`config.mk`:
```
export PLATFORM = sky130hd
export DESIGN_NAME = sparse_polynomial_evaluate
export DESIGN_NICKNAME = d
export VERILOG_FILES = /design/src/rtl/core/spe_pkg.sv /design/src/rtl/core/sparse_polynomial_evaluate.sv /design/src/rtl/core/spe_mul_unit.sv
export SDC_FILE = /design/constraint.sdc
export NUM_CORES = 2
export LEC_CHECK = 0
export BUFFER_PORTS_ARGS = -buffer_cell sky130_fd_sc_hd__buf_4
export CORE_MARGIN = 3
export CORE_UTILIZATION = 35
export CTS_BUF_LIST = sky130_fd_sc_hd__clkbuf_4 sky130_fd_sc_hd__clkbuf_8
export CTS_CLUSTER_DIAMETER = 80
export DETAILED_ROUTE_END_ITERATION = 12
export PLACE_DENSITY = 0.54
export SLEW_MARGIN = 20
export SYNTH_ARGS = -nofsm -noshare
export SYNTH_HDL_FRONTEND = slang
export SYNTH_SLANG_ARGS = --single-unit
export TNS_END_PERCENT = 10
```
`constraint.sdc`:
```
create_clock -name clk -period 13.7 [get_ports clk]
set_input_delay 1.37 -clock clk [delete_from_list [all_inputs] [get_ports clk]]
set_output_delay 1.37 -clock clk [all_outputs]
set_load 0.01 [all_outputs]
```
`src/rtl/core/spe_pkg.sv`:
```
package spe_pkg;

	localparam int unsigned MAX_DEGREE = 255;

	localparam int unsigned X_W     = 32;
	localparam int unsigned COEF_W  = 32;
	localparam int unsigned EXP_W   = 8;
	localparam int unsigned PROD_W  = 64;
	localparam int unsigned ADDR_W  = 3;
	localparam int unsigned DATA_W  = 32;

	localparam logic [ADDR_W-1:0] X_VALUE_ADDR = 3'd0;

	localparam logic signed [X_W-1:0] ONE_Q16   = 32'sh0001_0000;
	localparam logic signed [X_W-1:0] Q16_MAX   = 32'sh7fff_ffff;
	localparam logic signed [X_W-1:0] Q16_MIN   = 32'sh8000_0000;
	localparam logic signed [PROD_W-1:0] ACC_MAX = 64'sh7fff_ffff_ffff_ffff;
	localparam logic signed [PROD_W-1:0] ACC_MIN = 64'sh8000_0000_0000_0000;

	// Q16.16 power as reduced from the registered product
	typedef struct packed {
		logic                   ovf;
		logic signed [X_W-1:0]  value;
	} pow_t;

	typedef enum logic [4:0] {
		ST_IDLE = 5'b00001,
		ST_POW  = 5'b00010,
		ST_COEF = 5'b00100,
		ST_ACC  = 5'b01000,
		ST_EMIT = 5'b10000
	} state_t;

endpackage

```
`src/rtl/core/sparse_polynomial_evaluate.sv`:
```
// Sparse polynomial evaluator. Each input transaction carries one term (integer
// coefficient, exponent, last-term flag); the block raises the Q16.16 point
// x_value (APB register at address 0) to the exponent, clamped to MAX_DEGREE,
// by repeated multiplication from 1.0, flooring and saturating each product to
// 32 bits, then multiplies by the coefficient and adds into a saturating Q47.16
// accumulator. On the last term the sum and a sticky saturation flag go out as
// one output transaction and the accumulator clears. A single 32x32 multiplier
// does all the work, one product per cycle while in the power and coefficient
// steps; the accumulate step follows, and on the last term the emit step loads
// the output register once it is empty or being read. Input is taken again
// while a result waits in the output register.
module sparse_polynomial_evaluate (
	input  logic                                 clk,
	input  logic                                 arst_n,
	input  logic                                 psel,
	input  logic                                 penable,
	input  logic                                 pwrite,
	input  logic [spe_pkg::ADDR_W-1:0]           paddr,
	input  logic [spe_pkg::DATA_W-1:0]           pwdata,
	output logic [spe_pkg::DATA_W-1:0]           prdata,
	output logic                                 pready,
	input  logic                                 in_valid,
	output logic                                 in_ready,
	input  logic signed [spe_pkg::COEF_W-1:0]    coefficient,
	input  logic [spe_pkg::EXP_W-1:0]            exponent,
	input  logic                                 last_term,
	output logic                                 out_valid,
	input  logic                                 out_ready,
	output logic signed [spe_pkg::PROD_W-1:0]    poly_value,
	output logic                                 saturated
);
	import spe_pkg::*;

	state_t                    state_q;
	logic signed [X_W-1:0]     x_q;
	logic signed [COEF_W-1:0]  coef_q;
	logic [EXP_W-1:0]          cnt_q;
	logic                      last_q;
	logic                      first_q;
	logic signed [PROD_W-1:0]  acc_q;
	logic                      ovf_q;
	logic                      out_valid_q;
	logic signed [PROD_W-1:0]  poly_value_q;
	logic                      saturated_q;

	logic [EXP_W-1:0]          eff_exp;
	logic                      mul_en;
	logic signed [X_W-1:0]     mul_a;
	logic signed [X_W-1:0]     mul_b;
	logic signed [PROD_W-1:0]  prod;
	pow_t                      pow;
	logic                      pow_ovf;
	logic [PROD_W:0]           sum;
	logic                      sum_ovf;
	logic signed [PROD_W-1:0]  sum_sat;
	logic                      emit_load;
	logic                      cfg_wr;

	assign pready = 1'b1;
	assign cfg_wr = psel && penable && pwrite && (paddr == X_VALUE_ADDR);
	assign prdata = (paddr == X_VALUE_ADDR) ? x_q : '0;

	assign eff_exp = (32'(exponent) > MAX_DEGREE) ? EXP_W'(MAX_DEGREE) : exponent;

	assign in_ready = (state_q == ST_IDLE);

	// first step starts from 1.0, later steps chain off the registered product
	assign mul_a   = first_q ? ONE_Q16 : pow.value;
	assign pow_ovf = !first_q && pow.ovf;
	assign mul_b   = (state_q == ST_COEF) ? coef_q : x_q;
	assign mul_en  = (state_q == ST_POW) || (state_q == ST_COEF);

	spe_mul_unit u_mul (
		.clk  (clk),
		.en   (mul_en),
		.a    (mul_a),
		.b    (mul_b),
		.prod (prod),
		.pow  (pow)
	);

	assign sum     = {acc_q[PROD_W-1], acc_q} + {prod[PROD_W-1], prod};
	assign sum_ovf = sum[PROD_W] != sum[PROD_W-1];
	assign sum_sat = sum_ovf ? (sum[PROD_W] ? ACC_MIN : ACC_MAX) : sum[PROD_W-1:0];

	assign emit_load = (state_q == ST_EMIT) && (!out_valid_q || out_ready);

	always_ff @(posedge clk or negedge arst_n) begin
		if (!arst_n) begin
			x_q <= '0;
		end else if (cfg_wr) begin
			x_q <= pwdata[X_W-1:0];
		end
	end

	always_ff @(posedge clk or negedge arst_n) begin
		if (!arst_n) begin
			state_q <= ST_IDLE;
			acc_q   <= '0;
			ovf_q   <= 1'b0;
			first_q <= 1'b1;
			cnt_q   <= '0;
			last_q  <= 1'b0;
		end else begin
			case (state_q)
				ST_IDLE: begin
					if (in_valid) begin
						first_q <= 1'b1;
						cnt_q   <= eff_exp;
						last_q  <= last_term;
						state_q <= (eff_exp != '0) ? ST_POW : ST_COEF;
					end
				end
				ST_POW: begin
					first_q <= 1'b0;
					ovf_q   <= ovf_q | pow_ovf;
					cnt_q   <= cnt_q - 1'b1;
					if (cnt_q == EXP_W'(1)) begin
						state_q <= ST_COEF;
					end
				end
				ST_COEF: begin
					ovf_q   <= ovf_q | pow_ovf;
					state_q <= ST_ACC;
				end
				ST_ACC: begin
					acc_q   <= sum_sat;
					ovf_q   <= ovf_q | sum_ovf;
					state_q <= last_q ? ST_EMIT : ST_IDLE;
				end
				ST_EMIT: begin
					if (emit_load) begin
						acc_q   <= '0;
						ovf_q   <= 1'b0;
						state_q <= ST_IDLE;
					end
				end
				default: begin
					state_q <= ST_IDLE;
				end
			endcase
		end
	end

	always_ff @(posedge clk) begin
		if (state_q == ST_IDLE && in_valid) begin
			coef_q <= coefficient;
		end
		if (emit_load) begin
			poly_value_q <= acc_q;
			saturated_q  <= ovf_q;
		end
	end

	always_ff @(posedge clk or negedge arst_n) begin
		if (!arst_n) begin
			out_valid_q <= 1'b0;
		end else if (emit_load) begin
			out_valid_q <= 1'b1;
		end else if (out_ready) begin
			out_valid_q <= 1'b0;
		end
	end

	assign out_valid  = out_valid_q;
	assign poly_value = poly_value_q;
	assign saturated  = saturated_q;

endmodule

```
`src/rtl/core/spe_mul_unit.sv`:
```
module spe_mul_unit (
	input  logic                                clk,
	input  logic                                en,
	input  logic signed [spe_pkg::X_W-1:0]      a,
	input  logic signed [spe_pkg::X_W-1:0]      b,
	output logic signed [spe_pkg::PROD_W-1:0]   prod,
	output spe_pkg::pow_t                       pow
);
	import spe_pkg::*;

	logic signed [PROD_W-1:0] prod_q;
	logic signed [PROD_W-1:0] shifted;

	always_ff @(posedge clk) begin
		if (en) begin
			prod_q <= PROD_W'(a) * PROD_W'(b);
		end
	end

	assign prod = prod_q;

	// arithmetic shift gives the floor; the result fits 32 bits iff bits 63:47 agree
	assign shifted = prod_q >>> 16;

	always_comb begin
		pow.ovf   = !((&prod_q[PROD_W-1:47]) || !(|prod_q[PROD_W-1:47]));
		pow.value = shifted[X_W-1:0];
		if (pow.ovf) begin
			pow.value = prod_q[PROD_W-1] ? Q16_MIN : Q16_MAX;
		end
	end

endmodule
```
-- After elaboration in Yosys (flattened, before gate mapping)
Index checks and enable logic that the tools add are counted.
Widths: inputs -> output; s select.
- $add $sub $neg: 2
- $mul: 1
- div/mod/pow operators: 0
- magnitude comparators: 0
- eq/ne operators: 10
- shift-type cells: 0
- mux-type cells: 23
- bitwise logic cells: 2
- reductions and logical operators: 27
- operators with widths (cell ; number):
    $mux 64 ; 3
    $mux 32 ; 5
    $pmux 64 s2 ; 1
    $add 64x64->65 ; 1
    $mul 32x32->64 ; 1
    $pmux 5 s5 ; 1
    $mux 5 ; 4
    $reduce_and 17->1 ; 1
    $reduce_or 17->1 ; 1
    $pmux 8 s2 ; 1
    $eq 8x1->1 const B ; 1
    $mux 8 ; 1
    $reduce_and 2->1 ; 4
    $reduce_bool 8->1 ; 1
    $sub 8x1->8 const B ; 1
    $logic_and 1x1->1 ; 6
    $reduce_bool 2->1 ; 3
    $eq 5x1->1 const B ; 1
    $eq 5x2->1 const B ; 1
    $eq 5x3->1 const B ; 1
    $eq 5x4->1 const B ; 1
    $eq 5x5->1 const B ; 1
    $logic_not 1->1 ; 4
    $mux 1 ; 4
    other kinds (12) ; 16
- register bits after elaboration: 274
- bits in latches: 0
- memory bits (writable): 0
- bits in read-only memories: 0
- output and inout port bits: 100
- logic and storage cells: 77
- memories kept: 0

-- Longest topological paths before layout
- word-level depth: 7
- depth in mapped cells: 37

-- Modules after synthesis
Synthesis repeated with hierarchy kept, for this count alone.
- cell total of the unflattened synthesis: 5294
- area, all modules: 51006.4 µm²
- by module, submodules not included (module ; times used ; cells each ; area an instance (µm²) ; seq. area each (µm²)):
    spe_mul_unit ; 1 ; 3990 ; 38463.1 ; 1921.8
    sparse_polynomial_evaluate ; 1 ; 1304 ; 12543.3 ; 5743.0

-- Worst setup path after synthesis
No wires, ideal clock.
- path type: register to register
- start: register state_q[0]
- end: register u_mul.prod_q[63] (netlist: u_mul.prod[63]) (data pin)
- setup time: 0.266 ns
- arrival: 8.894 ns
- slack: 4.540 ns
- cell stages (with the launch flop): 34
- path buffers: 3
- period minus slack after synthesis: 9.160 ns
- cells stage by stage: dfstp_2 > nor3_1 > nand3b_1 > clkbuf_1 > buf_1 > clkbuf_1 > nand2_1 > nand2_1 > nand2_1 > inv_1 > fa_1 > inv_1 > fa_1 > inv_1 > fa_1 > fa_1 > inv_1 > fa_1 > inv_1 > fa_1 > fa_1 > inv_1 > fa_1 > inv_1 > ha_1 > and3_1 > a21o_1 > a31oi_1 > a21boi_0 > a31oi_1 > a21oi_1 > o21ai_0 > and4_1 > nor3_1
- cells in the longest elaborated chain, start to end: 3
- RTL lines (element ; line ; text):
    start: declaration ; sparse_polynomial_evaluate.sv:34 ; state_t state_q;
    start signal: assignment ; sparse_polynomial_evaluate.sv:111 ; state_q <= (eff_exp != '0) ? ST_POW : ST_COEF;
    start signal: assignment ; sparse_polynomial_evaluate.sv:129 ; state_q <= last_q ? ST_EMIT : ST_IDLE;
    $eq 5x3->1 ; sparse_polynomial_evaluate.sv:70 ; assign mul_b = (state_q == ST_COEF) ? coef_q : x_q;
    $mux 32 ; sparse_polynomial_evaluate.sv:70 ;
    $mul 32x32->64 ; spe_mul_unit.sv:16 ; prod_q <= PROD_W'(a) * PROD_W'(b);
    end signal: assignment ; spe_mul_unit.sv:16 ;
    end: declaration ; spe_mul_unit.sv:11 ; logic signed [PROD_W-1:0] prod_q;
No other way between the ends.
A chain may end at the register's enable or synchronous reset.

-- Worst setup path in the final report
Ends and elaborated chain as after synthesis.

==> impl_metrics.toml <==
[setup_path]
end_kind = "flop"
start_kind = "flop"
arrival_ns = 11.28
slowest_stage = "fa_1"
worstPathRequired_ns = 14.10
crit_path_frequent_cell = "fa_1"
slowest_delay_ns = 1.06
crit_type = "flop to flop"
critPathMaxFanout = 41

[floorplan]
ios = 183
start_util = 0.353
fp-row-count = 137
chipWidth_um = 381
coreArea_um2 = 140000
die_h_um = 381
die_area_um2 = 146000

[final_layout]
final_cell_mix = "fa_1, inv_1, nand2_1"
drive_gt1_frac = 0.0949
area_growth_pct = 10.7
final_nets = 6813
final_common_cell = "fa_1"

[grt]
gr-total-overflow = 0
grt_pass1_vias = 40100
grt_first_pass_wirelength_um = 260000
grt_max_degree = 65
antenna_found_initial = 9
track_usage = 0.240

[drt]
drtPass1Iterations = 6
wl_um = 174000
via_count = 38000
routedWlPerCell_um = 23.7
ant_nets = 0
via_per_inst = 5.20
drt-initial-drc-count = 3170
drc = 0

[clock_network]
cts_buffer_depth = 3
clk_latency_ns = 0.66
cts_tree = "done"
cts_root_buf = "clkbuf_8"
cts_sinks = 274
numCtsBuffers = 50
h-tree-depth = 2
post_cts_buffers = 0
clkSlewWorstSetupHoldPaths_ns = 0.06
ctsHoldBuffers = 0
cts_resized = 0

[yosys]
yosys.area.top_type_share = 0.439
synth_cell_types = 81
syn_area_um2 = 49300
ys_seq_area_frac = 0.155
synthCells = 5260
yosys_warnings = 0
syn_area_per_cell_um2 = 9.38
synth.area.top_cells = "fa_1, edfxtp_1, inv_1"
yosys.area.top_type = "fa_1"
synth-main-ff-cell = "edfxtp_1"
async_reset_ff_frac = 0.412
synth.net_count = 6676
ys_seq_elements = 274
synth_edf_count = 161

[run_status]
status = "finished, final reports clean"

[place]
gp_congestion = 0.957
portBuffers = 181
dp_hpwl_um = 137000

[sta]
finalSetupTns_ns = 0
grt_setup_unrepaired = "false"
final-setup-viol-count = 0
finalCritPeriodShare = 0.794
slew_violations = 0
hold_viol_final = 0
clock.fmax_mhz = 91.9
clock_skew_ns = 0.0359
slew_headroom = 0.228
fin_crit_ns = 10.88
worst_pin_slew_ns = 1.16

[job]
drv_cap = 0

[worst_hold_path]
min_path_type = "flop to flop"
[final timing paths]
path	start	end	slack, ns	depth (start not counted)
max	state_q[0]	u_mul.prod[63]	2.82	31
min	acc_q[11]	poly_value[11]	0.49	0
max reg2reg	state_q[0]	u_mul.prod[63]	2.82	31
min reg2reg	acc_q[11]	poly_value[11]	0.49	0
max in group asynchronous	arst_n	x_q[5]	11.43	3
min in group asynchronous	arst_n	acc_q[50]	0.71	1
[per-layer routing]
metal	share of wire	up-vias	global-route usage
met3	0.081	363	0.0409
li1	-	16400	-
met4	0.048	2	0.0979
met1	0.40	19800	0.316
met2	0.47	1537	0.392
met5	0.000086	-	0
[sequential cells by signal, indices dropped and copies added (netlist names)]
register    flops
coef_q         32
u_mul.prod     64
poly_value     64
saturated       1
last_q          1
ovf_q           1
first_q         1
x_q            32
acc_q          64
cnt_q           8
state_q         5
out_valid       1
[synth_stat cells, drive strengths merged, types with 8 or more instances]
cell	count
buf	12
clkbuf	217
or3	9
o21bai	20
o211ai	20
nor2b	16
a21o	73
xnor2	82
dfrtp	111
a41oi	8
and3	15
o21ai	156
a221oi	9
nand3	25
a211oi	18
nand3b	11
nor4	13
mux2i	31
nor3	34
a21oi	167
xor2	38
a31oi	19
nor2	623
fa	1083
mux2	32
and2	54
nand2b	12
nand2	762
ha	250
edfxtp	161
inv	1045
o21a	18
nand4	16
[cells by family (layout without fill, tap and decap cells)]
family | count (synthesis) | in the layout | share of synthesized area
AND/OR/NAND/NOR | 1612 | 1612 | 0.134
adder cells (fa/ha/maj) | 1333 | 1333 | 0.503
buffers and inverters | 1275 | 1453 | 0.0973
AO/OA/AOI/OAI | 582 | 582 | 0.0757
flip-flops | 274 | 274 | 0.155
XOR/XNOR | 120 | 120 | 0.0213
multiplexers | 63 | 63 | 0.0136
other | 1 | 5 | 0.0000760
[per-stage QoR]
stage                util  worst slack (ns)  instance area [um2]  instances  hold WS [ns]
floorplan               -              4.54                49300       5260         0.426
global placement    0.383              2.96                53500       7221         0.479
detailed placement  0.383              2.86                53500       7221         0.480
CTS                 0.391              2.83                54600       7314         0.496
global route        0.391              2.19                54600       7315         0.504
finish              0.391              2.82                54600       7318         0.490
[layout make-up]
class,instances,area (um2)
fill,14000,85100
multi-input combinational,3711,37200
sequential,274,7660
inverter,1046,3930
timing repair buffer,314,2360
tap,1876,2350
clock buffer,76,933
clock inverter,17,201
antenna,4,10.0
[worst max-delay path, delay by kind of cell, from the launching register on]
kind / cells / cell delay (ns)
buffers and inverters: 9 / 2.19
and+or+nand+nor: 6 / 0.92
muxes: 1 / 0.33
adders and majority gates: 9 / 5.12
DFF: 1 / 0.56
AOI/OAI and AO/OA: 6 / 1.35
Power is left out: the tool's default activity adds up to more than one toggle a clock period on the data nets, which glitch-free logic cannot reach.
